File: src/rtl/pdwt_pkg.sv
// Types and constants shared by the pulse-distance word transmitter modules.
`timescale 1ns / 1ps
`default_nettype none
package pdwt_pkg;

   localparam int unsigned WORD_BITS = 16;

   // Interval lengths in pulse units.
   localparam logic [1:0] UNITS_NONE  = 2'd0;
   localparam logic [1:0] UNITS_ZERO  = 2'd1;
   localparam logic [1:0] UNITS_ONE   = 2'd2;
   localparam logic [1:0] UNITS_INTRO = 2'd3;

   typedef enum logic {
      CMD_EVENT = 1'b0,
      CMD_PUSH  = 1'b1
   } cmd_kind_type;

   typedef struct packed {
      logic                 operation;
      logic [WORD_BITS-1:0] data_word;
   } req_type;

   typedef struct packed {
      logic [1:0] interval_units;
      logic       line_phase;
      logic       push_accepted;
      logic [3:0] queue_count;
   } rsp_type;

   typedef struct packed {
      cmd_kind_type         kind;
      logic [WORD_BITS-1:0] word;
   } cmd_type;

endpackage
`default_nettype wire

File: src/rtl/pdwt_ram.sv
// Generic single-write, single-read RAM with a registered read port.
`timescale 1ns / 1ps
`default_nettype none
module pdwt_ram #(
   parameter int unsigned WIDTH = 16,
   parameter int unsigned DEPTH = 8
) (
   input  wire logic                     clock,
   input  wire logic                     wr_en,
   input  wire logic [$clog2(DEPTH)-1:0] wr_addr,
   input  wire logic [WIDTH-1:0]         wr_data,
   input  wire logic                     rd_en,
   input  wire logic [$clog2(DEPTH)-1:0] rd_addr,
   output logic      [WIDTH-1:0]         rd_data
);

   logic [WIDTH-1:0] mem_ff [DEPTH];
   logic [WIDTH-1:0] rd_data_ff;

   always_ff @(posedge clock) begin
      if (wr_en) begin
         mem_ff[wr_addr] <= wr_data;
      end
      if (rd_en) begin
         rd_data_ff <= mem_ff[rd_addr];
      end
   end

   assign rd_data = rd_data_ff;

endmodule
`default_nettype wire

File: src/rtl/pdwt_front.sv
// Front end: accepts request items, classifies them and holds them in a two-entry queue.
`timescale 1ns / 1ps
`default_nettype none
module pdwt_front (
   input  wire logic              clock,
   input  wire logic              reset,
   input  wire logic              req_valid,
   output logic                   req_ready,
   input  wire pdwt_pkg::req_type req_data,
   output logic                   cmd_valid,
   input  wire logic              cmd_ready,
   output pdwt_pkg::cmd_type      cmd_data
);
   import pdwt_pkg::*;

   cmd_type    entry_ff [2];
   cmd_type    cmd_in;
   logic       wr_ptr_ff, wr_ptr_in;
   logic       rd_ptr_ff, rd_ptr_in;
   logic [1:0] count_ff, count_in;
   logic       push;
   logic       pop;

   always_comb begin
      cmd_in.kind = req_data.operation ? CMD_PUSH : CMD_EVENT;
      cmd_in.word = req_data.data_word;
   end

   assign req_ready = (count_ff != 2'd2);
   assign cmd_valid = (count_ff != 2'd0);
   assign cmd_data  = entry_ff[rd_ptr_ff];
   assign push      = req_valid && req_ready;
   assign pop       = cmd_valid && cmd_ready;

   always_comb begin
      wr_ptr_in = push ? !wr_ptr_ff : wr_ptr_ff;
      rd_ptr_in = pop ? !rd_ptr_ff : rd_ptr_ff;
      count_in  = count_ff;
      if (push && !pop) begin
         count_in = count_ff + 2'd1;
      end else if (pop && !push) begin
         count_in = count_ff - 2'd1;
      end
   end

   always_ff @(posedge clock) begin
      if (reset) begin
         wr_ptr_ff <= 1'b0;
         rd_ptr_ff <= 1'b0;
         count_ff  <= 2'd0;
      end else begin
         wr_ptr_ff <= wr_ptr_in;
         rd_ptr_ff <= rd_ptr_in;
         count_ff  <= count_in;
      end
   end

   always_ff @(posedge clock) begin
      if (push) begin
         entry_ff[wr_ptr_ff] <= cmd_in;
      end
   end

endmodule
`default_nettype wire

File: src/rtl/pdwt_back.sv
// Back end: word queue, line phase and bit sequencing, with the result register.
`timescale 1ns / 1ps
`default_nettype none
module pdwt_back #(
   parameter int unsigned QUEUE_DEPTH = 8
) (
   input  wire logic              clock,
   input  wire logic              reset,
   input  wire logic              hold_mode,
   input  wire logic              cmd_valid,
   output logic                   cmd_ready,
   input  wire pdwt_pkg::cmd_type cmd_data,
   output logic                   rsp_valid,
   input  wire logic              rsp_ready,
   output pdwt_pkg::rsp_type      rsp_data
);
   import pdwt_pkg::*;

   localparam int unsigned ADDR_W  = $clog2(QUEUE_DEPTH);
   localparam int unsigned FILL_W  = $clog2(QUEUE_DEPTH + 1);
   localparam int unsigned BIT_W   = $clog2(WORD_BITS);
   localparam logic [BIT_W-1:0] BIT_TOP = BIT_W'(WORD_BITS - 1);

   function automatic logic [ADDR_W-1:0] next_ptr(input logic [ADDR_W-1:0] ptr);
      logic [ADDR_W-1:0] result;
      if (ptr == ADDR_W'(QUEUE_DEPTH - 1)) begin
         result = '0;
      end else begin
         result = ptr + ADDR_W'(1);
      end
      return result;
   endfunction

   logic                 phase_ff, phase_in;
   logic [WORD_BITS-1:0] word_ff, word_in;
   logic [BIT_W-1:0]     bits_ff, bits_in;
   logic                 intro_ff, intro_in;
   logic [ADDR_W-1:0]    head_ff, head_in;
   logic [ADDR_W-1:0]    tail_ff, tail_in;
   logic [FILL_W-1:0]    fill_ff, fill_in;
   logic                 load_pending_ff, load_pending_in;
   logic                 rsp_valid_ff, rsp_valid_in;
   rsp_type              rsp_data_ff, rsp_data_in;

   logic                 cmd_take;
   logic                 queue_full;
   logic [1:0]           units;
   logic                 accepted;
   logic                 ram_we;
   logic                 ram_re;
   logic [WORD_BITS-1:0] ram_rd_data;

   assign cmd_ready  = !rsp_valid_ff || rsp_ready;
   assign cmd_take   = cmd_valid && cmd_ready;
   assign queue_full = (fill_ff == FILL_W'(QUEUE_DEPTH));

   always_comb begin
      phase_in        = phase_ff;
      word_in         = word_ff;
      bits_in         = bits_ff;
      intro_in        = intro_ff;
      head_in         = head_ff;
      tail_in         = tail_ff;
      fill_in         = fill_ff;
      load_pending_in = 1'b0;
      units           = UNITS_NONE;
      accepted        = 1'b0;
      ram_we          = 1'b0;
      ram_re          = 1'b0;

      // A popped word arrives from the RAM in the cycle after the pop; the next
      // item after a pop is never a low phase, so it is in place in time.
      if (load_pending_ff) begin
         word_in = ram_rd_data;
      end

      if (cmd_take) begin
         case (cmd_data.kind)
            CMD_PUSH: begin
               if (!queue_full) begin
                  ram_we   = 1'b1;
                  tail_in  = next_ptr(tail_ff);
                  fill_in  = fill_ff + FILL_W'(1);
                  accepted = 1'b1;
               end
            end
            CMD_EVENT: begin
               if (!phase_ff) begin
                  phase_in = 1'b1;
                  units    = UNITS_ZERO;
               end else begin
                  phase_in = 1'b0;
                  if (word_ff != '0) begin
                     if (intro_ff) begin
                        units   = word_ff[BIT_TOP - bits_ff] ? UNITS_ONE : UNITS_ZERO;
                        bits_in = bits_ff + BIT_W'(1);
                        if (bits_ff == BIT_TOP) begin
                           bits_in  = '0;
                           word_in  = '0;
                           intro_in = 1'b0;
                        end
                     end else begin
                        units    = UNITS_INTRO;
                        intro_in = 1'b1;
                     end
                  end else if (hold_mode) begin
                     units = UNITS_ONE;
                  end else begin
                     units = UNITS_ZERO;
                     if (fill_ff != '0) begin
                        ram_re          = 1'b1;
                        head_in         = next_ptr(head_ff);
                        fill_in         = fill_ff - FILL_W'(1);
                        load_pending_in = 1'b1;
                     end
                  end
               end
            end
            default: begin
            end
         endcase
      end

      rsp_data_in.interval_units = units;
      rsp_data_in.line_phase     = phase_in;
      rsp_data_in.push_accepted  = accepted;
      rsp_data_in.queue_count    = 4'(fill_in);
      rsp_valid_in               = cmd_take || (rsp_valid_ff && !rsp_ready);
   end

   always_ff @(posedge clock) begin
      if (reset) begin
         phase_ff        <= 1'b0;
         word_ff         <= '0;
         bits_ff         <= '0;
         intro_ff        <= 1'b0;
         head_ff         <= '0;
         tail_ff         <= '0;
         fill_ff         <= '0;
         load_pending_ff <= 1'b0;
         rsp_valid_ff    <= 1'b0;
      end else begin
         phase_ff        <= phase_in;
         word_ff         <= word_in;
         bits_ff         <= bits_in;
         intro_ff        <= intro_in;
         head_ff         <= head_in;
         tail_ff         <= tail_in;
         fill_ff         <= fill_in;
         load_pending_ff <= load_pending_in;
         rsp_valid_ff    <= rsp_valid_in;
      end
   end

   always_ff @(posedge clock) begin
      if (cmd_take) begin
         rsp_data_ff <= rsp_data_in;
      end
   end

   assign rsp_valid = rsp_valid_ff;
   assign rsp_data  = rsp_data_ff;

   pdwt_ram #(
      .WIDTH (WORD_BITS),
      .DEPTH (QUEUE_DEPTH)
   ) u_word_ram (
      .clock   (clock),
      .wr_en   (ram_we),
      .wr_addr (tail_ff),
      .wr_data (cmd_data.word),
      .rd_en   (ram_re),
      .rd_addr (head_ff),
      .rd_data (ram_rd_data)
   );

`ifndef ASSERT_OFF
   a_fill_bound: assert property (@(posedge clock) disable iff (reset)
      fill_ff <= FILL_W'(QUEUE_DEPTH))
      else $error("word queue fill count exceeds its depth");

   a_load_before_low: assert property (@(posedge clock) disable iff (reset)
      load_pending_ff |-> !(cmd_take && cmd_data.kind == CMD_EVENT && phase_ff))
      else $error("low phase taken while a popped word is still loading");

   a_push_stored: assert property (@(posedge clock) disable iff (reset)
      cmd_take && cmd_data.kind == CMD_PUSH && !queue_full
      |=> rsp_valid_ff && rsp_data_ff.push_accepted)
      else $error("push into a queue with room was not reported as stored");

   a_bits_idle: assert property (@(posedge clock) disable iff (reset)
      !intro_ff |-> bits_ff == '0)
      else $error("bit counter running before the intro gap was sent");
`endif

endmodule
`default_nettype wire

File: src/rtl/pulse_distance_word_transmitter.sv
// Top level of the pulse-distance word transmitter.
`timescale 1ns / 1ps
`default_nettype none
// Sends queued 16-bit words as pulse-distance code, one timer compare event
// per item, or stores a pushed word in a QUEUE_DEPTH-entry FIFO. Exactly one
// result item is returned for every request item. The block accepts one item
// per clock cycle while the result side keeps taking results. An accepted item
// is written into the front-end queue, moved from there into the back end,
// and its result is held in the result register until the receiver takes
// it. Throughput is set by the back end, which handles one item per cycle
// while its result register is free or being taken, and by the two-entry queue
// between front and back. A word popped from the FIFO is read from its RAM in
// the following cycle, before it is needed. hold_mode is written through
// csr_write_enable and takes effect from the next item.
module pulse_distance_word_transmitter #(
   parameter int unsigned QUEUE_DEPTH = 8
) (
   input  wire logic              clock,
   input  wire logic              reset,
   input  wire logic              req_valid,
   output logic                   req_ready,
   input  wire pdwt_pkg::req_type req_data,
   output logic                   rsp_valid,
   input  wire logic              rsp_ready,
   output pdwt_pkg::rsp_type      rsp_data,
   input  wire logic              csr_write_enable,
   input  wire logic              csr_write_data
);
   import pdwt_pkg::*;

   logic    hold_mode_ff, hold_mode_in;
   logic    cmd_valid;
   logic    cmd_ready;
   cmd_type cmd_data;

   assign hold_mode_in = csr_write_enable ? csr_write_data : hold_mode_ff;

   always_ff @(posedge clock) begin
      if (reset) begin
         hold_mode_ff <= 1'b0;
      end else begin
         hold_mode_ff <= hold_mode_in;
      end
   end

   pdwt_front u_front (
      .clock     (clock),
      .reset     (reset),
      .req_valid (req_valid),
      .req_ready (req_ready),
      .req_data  (req_data),
      .cmd_valid (cmd_valid),
      .cmd_ready (cmd_ready),
      .cmd_data  (cmd_data)
   );

   pdwt_back #(
      .QUEUE_DEPTH (QUEUE_DEPTH)
   ) u_back (
      .clock     (clock),
      .reset     (reset),
      .hold_mode (hold_mode_ff),
      .cmd_valid (cmd_valid),
      .cmd_ready (cmd_ready),
      .cmd_data  (cmd_data),
      .rsp_valid (rsp_valid),
      .rsp_ready (rsp_ready),
      .rsp_data  (rsp_data)
   );

endmodule
`default_nettype wire

File: config.mk
export PLATFORM = sky130hd
export DESIGN_NAME = pulse_distance_word_transmitter
export DESIGN_NICKNAME = d
export VERILOG_FILES = /design/src/rtl/pdwt_pkg.sv /design/src/rtl/pdwt_ram.sv /design/src/rtl/pdwt_front.sv /design/src/rtl/pdwt_back.sv /design/src/rtl/pulse_distance_word_transmitter.sv
export SDC_FILE = /design/constraint.sdc
export NUM_CORES = 1
export LEC_CHECK = 0
export ABC_AREA = 1
export BUFFER_PORTS_ARGS = -buffer_cell sky130_fd_sc_hd__buf_2
export CAP_MARGIN = 5
export CORE_ASPECT_RATIO = 1.25
export CORE_MARGIN = 5
export CORE_UTILIZATION = 35
export DETAILED_ROUTE_END_ITERATION = 16
export SYNTH_ARGS = -nofsm -noshare
export SYNTH_HDL_FRONTEND = slang
export SYNTH_SLANG_ARGS = --single-unit
File: constraint.sdc
create_clock -name clock -period 3.15 [get_ports clock]
set_input_delay 0.63 -clock clock [delete_from_list [all_inputs] [get_ports clock]]
set_output_delay 0.63 -clock clock [all_outputs]
set_load 0.02 [all_outputs]
# Yosys cells after proc, flatten, opt, wreduce, memory -nomap -nowiden
# Memories as Yosys holds them, arrays and structs flattened. A register that Yosys moved wholly into a read port is not among the register bits.
# Cells that the tools add are included.
[word_totals]
reg_bits = 47
mem_bits_rw = 162
input_bits = 23
out_inout_bits = 10
wordCells = 108
memories = 2
[mem_list]
columns = ["name", "words", "word_bits", "rd", "rd_clocked_by_memory_dff", "write_ports", "line_no", "source"]
rows = [
  ["u_back.u_word_ram.mem_ff", 8, 16, 1, 1, 1, "pdwt_ram.sv:17", "logic [WIDTH-1:0] mem_ff [DEPTH];"],
  ["u_front.entry_ff", 2, 17, 1, 1, 1, "pdwt_front.sv:16", "cmd_type entry_ff [2];"],
]
[classes]
add_sub_neg = 8
n_lt_le_gt_ge = 1
eq_ne = 5
muxes = 47
bitwise_logic = 5
n_reduce_logical = 22
[ops]
columns = ["op", "count"]
rows = [
  ["$mux W16", 7],
  ["$mux W4", 7],
  ["$mux W1", 23],
  ["$reduce_bool A16 Y1", 1],
  ["$mux W2", 6],
  ["$add A4 B1 Y4 const B", 2],
  ["$eq A4 B4 Y1 const B", 2],
  ["$pmux W4 S2", 1],
  ["$add A3 B1 Y3 const B", 2],
  ["$eq A3 B3 Y1 const B", 2],
  ["$logic_not A1 Y1", 6],
  ["$mux W3", 2],
  ["$reduce_and A6 Y1", 1],
  ["$logic_and A1 B1 Y1", 5],
  ["$lt A4 B5 Y1 const B", 1],
  ["$not A1 Y1", 5],
  ["$reduce_and A5 Y1", 1],
  ["$bmux W1 S4", 1],
  ["$reduce_and A4 Y1", 1],
  ["$reduce_bool A2 Y1", 2],
  ["$reduce_bool A4 Y1", 1],
  ["$sub A4 B1 Y4 const B", 1],
  ["$sub A4 B4 Y4 const A", 1],
  ["$reduce_and A3 Y1", 1],
  ["5 further kinds", 6],
]

# Logic depth before layout (Yosys ltp)
[logic_depth]
ltp_word = 7
mapped_depth = 13
mapped_depth_nobuf = 13

# By module
# From an unflattened synthesis, not the netlist that was laid out.
[unflattened]
hier_cells = 957
hier_area_um2 = 9835.7
[modules_own_cells]
columns = ["mod", "n_inst", "cells_each", "area_per_inst_um2", "seq_area_each_um2"]
rows = [
  ["pdwt_ram", 1, 587, 6149.6, 4324.1],
  ["pdwt_back", 1, 273, 2120.8, 920.9],
  ["pdwt_front", 1, 90, 1520.2, 1121.1],
  ["pulse_distance_word_transmitter", 1, 7, 45.0, 20.0],
]

# Worst setup path after synthesis
# Ideal clock, no wire load.
[synth_timing]
path_kind = "input-to-reg"
start = "input rsp_ready"
end = "memory u_back.u_word_ram.mem_ff[1][0] (enable)"
setup_ps = 388
arrival_ps = 1969
required_ps = 2762
setup_slack_ps = 792
path_stages = 8
n_path_buf = 0
cell_sequence = "inv_1 > nand2_1 > o21ai_2 > nor2_1 > inv_1 > nor2_1 > inv_1 > nor2_1"
[synth_via]
elab_chain_len = 5
[synth_rtl]
columns = ["item", "line_no", "source"]
rows = [
  ["start, declared", "pulse_distance_word_transmitter.sv:24", "input wire logic rsp_ready,"],
  ["$logic_or A1 B1 Y1", "pdwt_back.sv:53", "assign cmd_ready = !rsp_valid_ff || rsp_ready;"],
  ["$logic_and A1 B1 Y1", "pdwt_back.sv:54", "assign cmd_take = cmd_valid && cmd_ready;"],
  ["$mux W1", "pdwt_back.sv:77", "if (cmd_take) begin"],
  ["$mux W1", "pdwt_ram.sv:21", "if (wr_en) begin"],
  ["$mux W1 (implied by the code)", "pdwt_ram.sv:22", "mem_ff[wr_addr] <= wr_data;"],
  ["end, declared", "pdwt_ram.sv:17", ""],
]
# Every way passes these cells.

# Final worst setup path
[layout_timing]
start = "register u_back.word_ff[5]"
end = "register u_back.u_word_ram.rd_data_ff[6] (netlist: u_back.u_word_ram.rd_data[6]) (read register of u_back.u_word_ram.mem_ff) (enable)"
[layout_via]
elab_chain_len = 5
[layout_rtl]
columns = ["item", "line_no", "source"]
rows = [
  ["start, declared", "pdwt_back.sv:35", "logic [WORD_BITS-1:0] word_ff, word_in;"],
  ["start signal, assigned", "pdwt_back.sv:144", "word_ff <= word_in;"],
  ["$reduce_bool A16 Y1", "pdwt_back.sv:93", "if (word_ff != '0) begin"],
  ["$mux W1", "pdwt_back.sv:93", ""],
  ["$mux W1", "pdwt_back.sv:88", "if (!phase_ff) begin"],
  ["$mux W1", "pdwt_back.sv:78", "case (cmd_data.kind)"],
  ["$mux W1", "pdwt_back.sv:77", ""],
  ["end, declared", "pdwt_ram.sv:18", "logic [WIDTH-1:0] rd_data_ff;"],
]
# Every way passes these cells.
# A chain may end at the register's enable or synchronous reset.

==> impl_metrics.env <==
export IMPL_synth_common_cells="edfxtp_1 (186), nor2_1 (174), nand2_1 (107), o21ai_0 (81), inv_1 (48)"
export IMPL_postSynth_asyncResetShare=0
export IMPL_grt_pass1_vias=5266
export IMPL_dieArea_mm2=0.0293
export IMPL_antenna_cells=0
export IMPL_endpoint_kind="flop"
export IMPL_grt_pass1_wl_um=26800
export IMPL_drt_iter0_drc=333
export IMPL_die_y_um=190
export IMPL_slew_headroom=0.355
export IMPL_grt_max_degree=67
export IMPL_portBuffers=32
export IMPL_finClkSkew_ns=0.0109
export IMPL_tightestPinTransition_ns=0.966
export IMPL_synth_top_family_by_area="simple AND/OR/NAND/NOR gates"
export IMPL_hold_class="input port to flop"
export IMPL_synth_top_area_share=0.614
export IMPL_ys_ff_latch=226
export IMPL_synthSimpleGateAreaFrac=0.154
export IMPL_clk_path_buf_depth=3
export IMPL_intPower_uw=5820
export IMPL_initial_core_util=0.352
export IMPL_grt_usage=0.112
export IMPL_yosys_area_share_xor_xnor=0.00289
export IMPL_ys_warn_count=0
export IMPL_crit_required_ns=3.30
export IMPL_cts_sinks=226
export IMPL_drive_gt1_frac=0.119
export IMPL_outcome="complete, no violations"
export IMPL_hold_buffers=0
export IMPL_synth_compound_area_frac=0.0858
export IMPL_yosysMostFrequentCell="edfxtp_1"
export IMPL_maxCapViolCount=0
export IMPL_route_final_wire_length_um=16500
export IMPL_p_per_area_mw_per_mm2=801
export IMPL_wl_per_cell_um=13.9
export IMPL_cp_start_kind="flop"
export IMPL_coreArea_mm2=0.0258
export IMPL_vias=5504
export IMPL_synthAdderAreaFrac=0.0124
export IMPL_synth_distinct_cells=33
export IMPL_synth_fp_nets=825
export IMPL_die_x_um=154
export IMPL_worstPathArrival_ns=2.51
export IMPL_synth_edf_count=186
export IMPL_dr_pass1_iters=4
export IMPL_insertion_delay_ns=0.51
export IMPL_setup_viol=0
export IMPL_overflow=0
export IMPL_htreeDepth=1
export IMPL_area_delta_synth_final_pct=13.9
export IMPL_fin_crit_ns=2.37
export IMPL_synth_yosys_seq_area_share=0.702
export IMPL_synth_avg_cell_area_um2=11.5
export IMPL_pwr_share_seq=0.486
export IMPL_synth_main_ff_cell="edfxtp_1"
export IMPL_pin_count=33
export IMPL_fin_ws_ns=0.783
export IMPL_fin_total_pwr_uw=8300
export IMPL_detailedPlacementHpwl_um=10800
export IMPL_pwr_share_comb=0.212
export IMPL_crit_path_max_incr_delay_ns=0.53
export IMPL_crit_end="u_back.u_word_ram.rd_data[6]$_DFFE_PP_"
export IMPL_synth_area_mm2=0.00910
export IMPL_peakVddDrop_uv=521
export IMPL_rsz0062_at_grt="false"
export IMPL_rr_startpoint="u_back.word_ff[5]$_SDFF_PP0_"
export IMPL_synthMuxAreaShare=0.00660
export IMPL_setup_tns_ns=0
export IMPL_worstSetupPathType="flop to flop"
export IMPL_p_leak_uw=0.00378
export IMPL_postCtsSetupBuffers=0
export IMPL_drv_slew=0
export IMPL_rows=66
export IMPL_cts_repair_resized=0
export IMPL_r2r_end="u_back.u_word_ram.rd_data[6]$_DFFE_PP_"
export IMPL_antenna_found_initial=0
export IMPL_numCtsBuffers=23
export IMPL_synth_top_cell_by_area="edfxtp_1"
export IMPL_pre_cts_ws_ns=0.813
export IMPL_yosys_top_cells_area="edfxtp_1 (61%), dfxtp_1 (8.8%), nor2_1 (7.2%), o21ai_0 (4.5%), nand2_1 (4.4%)"
export IMPL_crit_slowest_cell="inv_1"
export IMPL_cp_cell_sequence="nor2_1 > nand2_1 > nor2_1 > nand2_1 > inv_1 > nand4_2 > inv_1"
export IMPL_drc=0
export IMPL_netSwitchingPower_uw=2480
export IMPL_pwr_share_clk=0.302
export IMPL_path_clk_slew_ns=0.06
export IMPL_syn_inst=793
export IMPL_fillers=2434
export IMPL_root_buffer="clkbuf_16"
export IMPL_critPathMaxFanout=16
export IMPL_r2r_slack_ns=0.78
export IMPL_via_per_inst=4.62
export IMPL_fin_crit_sh=0.751
export IMPL_hold_slack_ns=0.306
export IMPL_r2r_cells=7
export IMPL_hold_viol=0
export IMPL_gp_congestion=0.790
export IMPL_ant_nets=0
export IMPL_crit_path_start="u_back.word_ff[5]$_SDFF_PP0_"
export IMPL_layout_nets=866
export IMPL_fmax_ghz=0.422
export IMPL_cts_tree="done"
export IMPL_switching_share=0.299
## through the flow
step                instances  area (um^2)  utilization
floorplan                 793         9100            -
global placement         1149         9660        0.374
detailed placement       1149         9660        0.374
CTS                      1191        10400        0.401
global route             1191        10400        0.401
finish                   1191        10400        0.401
## final cells by class
cell class              count  area, um^2  area share
clock buffers              27         591      0.0570
clock inverters            15         111      0.0107
inverters                  49         186      0.0180
multi-input cells         485        2380       0.229
flip-flops and latches    226        6390       0.616
well taps                 340         425      0.0410
repair buffers             49         288      0.0278
## state kept, by name (all words and copies together), names as in the netlist, 2 cells and up, named ones only
signal	count
u_back.fill_ff	4
u_back.u_word_ram.mem_ff	128
u_back.rsp_data	8
u_back.u_word_ram.rd_data	16
u_back.tail_ff	3
u_back.bits_ff	4
u_front.count_ff	2
u_back.word_ff	16
u_front.entry_ff	34
u_back.head_ff	3
## worst min path at each step
stage                                              start                                to  slack [ns]  cells after the start
after floorplan           u_front.rd_ptr_ff$_SDFFE_PP0P_                              flop        0.43                      1
after global placement    u_front.rd_ptr_ff$_SDFFE_PP0P_    u_front.rd_ptr_ff$_SDFFE_PP0P_        0.44                      1
after detailed placement  u_front.rd_ptr_ff$_SDFFE_PP0P_    u_front.rd_ptr_ff$_SDFFE_PP0P_        0.45                      1
after CTS                                    req_data[8]  u_front.entry_ff[1][8]$_DFFE_PP_        0.29                      1
after global routing                         req_data[5]  u_front.entry_ff[1][5]$_DFFE_PP_        0.28                      1
final                                        req_data[2]  u_front.entry_ff[1][2]$_DFFE_PP_        0.31                      1
## power groups by stage
stage	Sequential [uW]	Clock [uW]	Combinational [uW]
floorplan	4140	0	1190
global placement	4090	0	1770
detailed placement	4100	0	1790
CTS	4040	2570	1800
global route	4070	2710	2040
finish	4030	2510	1760
## placed cells by master, fill, tap and decap left out, types with 2 or more instances in the layout
| master | instances |
|---|---|
| a31oi_1 | 17 |
| nor2_1 | 174 |
| nor2_4 | 10 |
| nand2_1 | 107 |
| clkbuf_16 | 23 |
| xor2_1 | 3 |
| mux2i_1 | 6 |
| clkinv_1 | 8 |
| nand4_1 | 4 |
| nand2_4 | 3 |
| dfxtp_1 | 39 |
| buf_4 | 17 |
| ha_1 | 9 |
| a21oi_1 | 27 |
| inv_1 | 48 |
| o21ai_0 | 81 |
| buf_2 | 32 |
| nor3_4 | 2 |
| nand3_1 | 15 |
| edfxtp_1 | 186 |
| clkinv_2 | 3 |
| clkbuf_1 | 4 |
| o22ai_1 | 16 |
## per-layer routing
metal,wire (um),GRT usage,share of wire,vias up
li1,-,-,-,2825
met1,7320,0.141,0.44,2588
met2,8310,0.199,0.50,70
met3,623,0.0186,0.038,21
met4,294,0.0306,0.018,0
met5,0,0,0,-
## cells by family after synthesis
kind of cell    count (synthesis)
buf+inv                        82
compound gates                145
xor+xnor                        3
fa+ha+maj                       9
flops                         226
mux                             6
simple gates                  322
## worst max-delay path, delay by kind of cell, from the launching register on
kind / cells / cell delay, ns
buffers and inverters: 2 / 0.70
DFF: 1 / 0.33
and+or+nand+nor: 5 / 0.97
No activity file was read; power rests on OpenSTA's default activity.
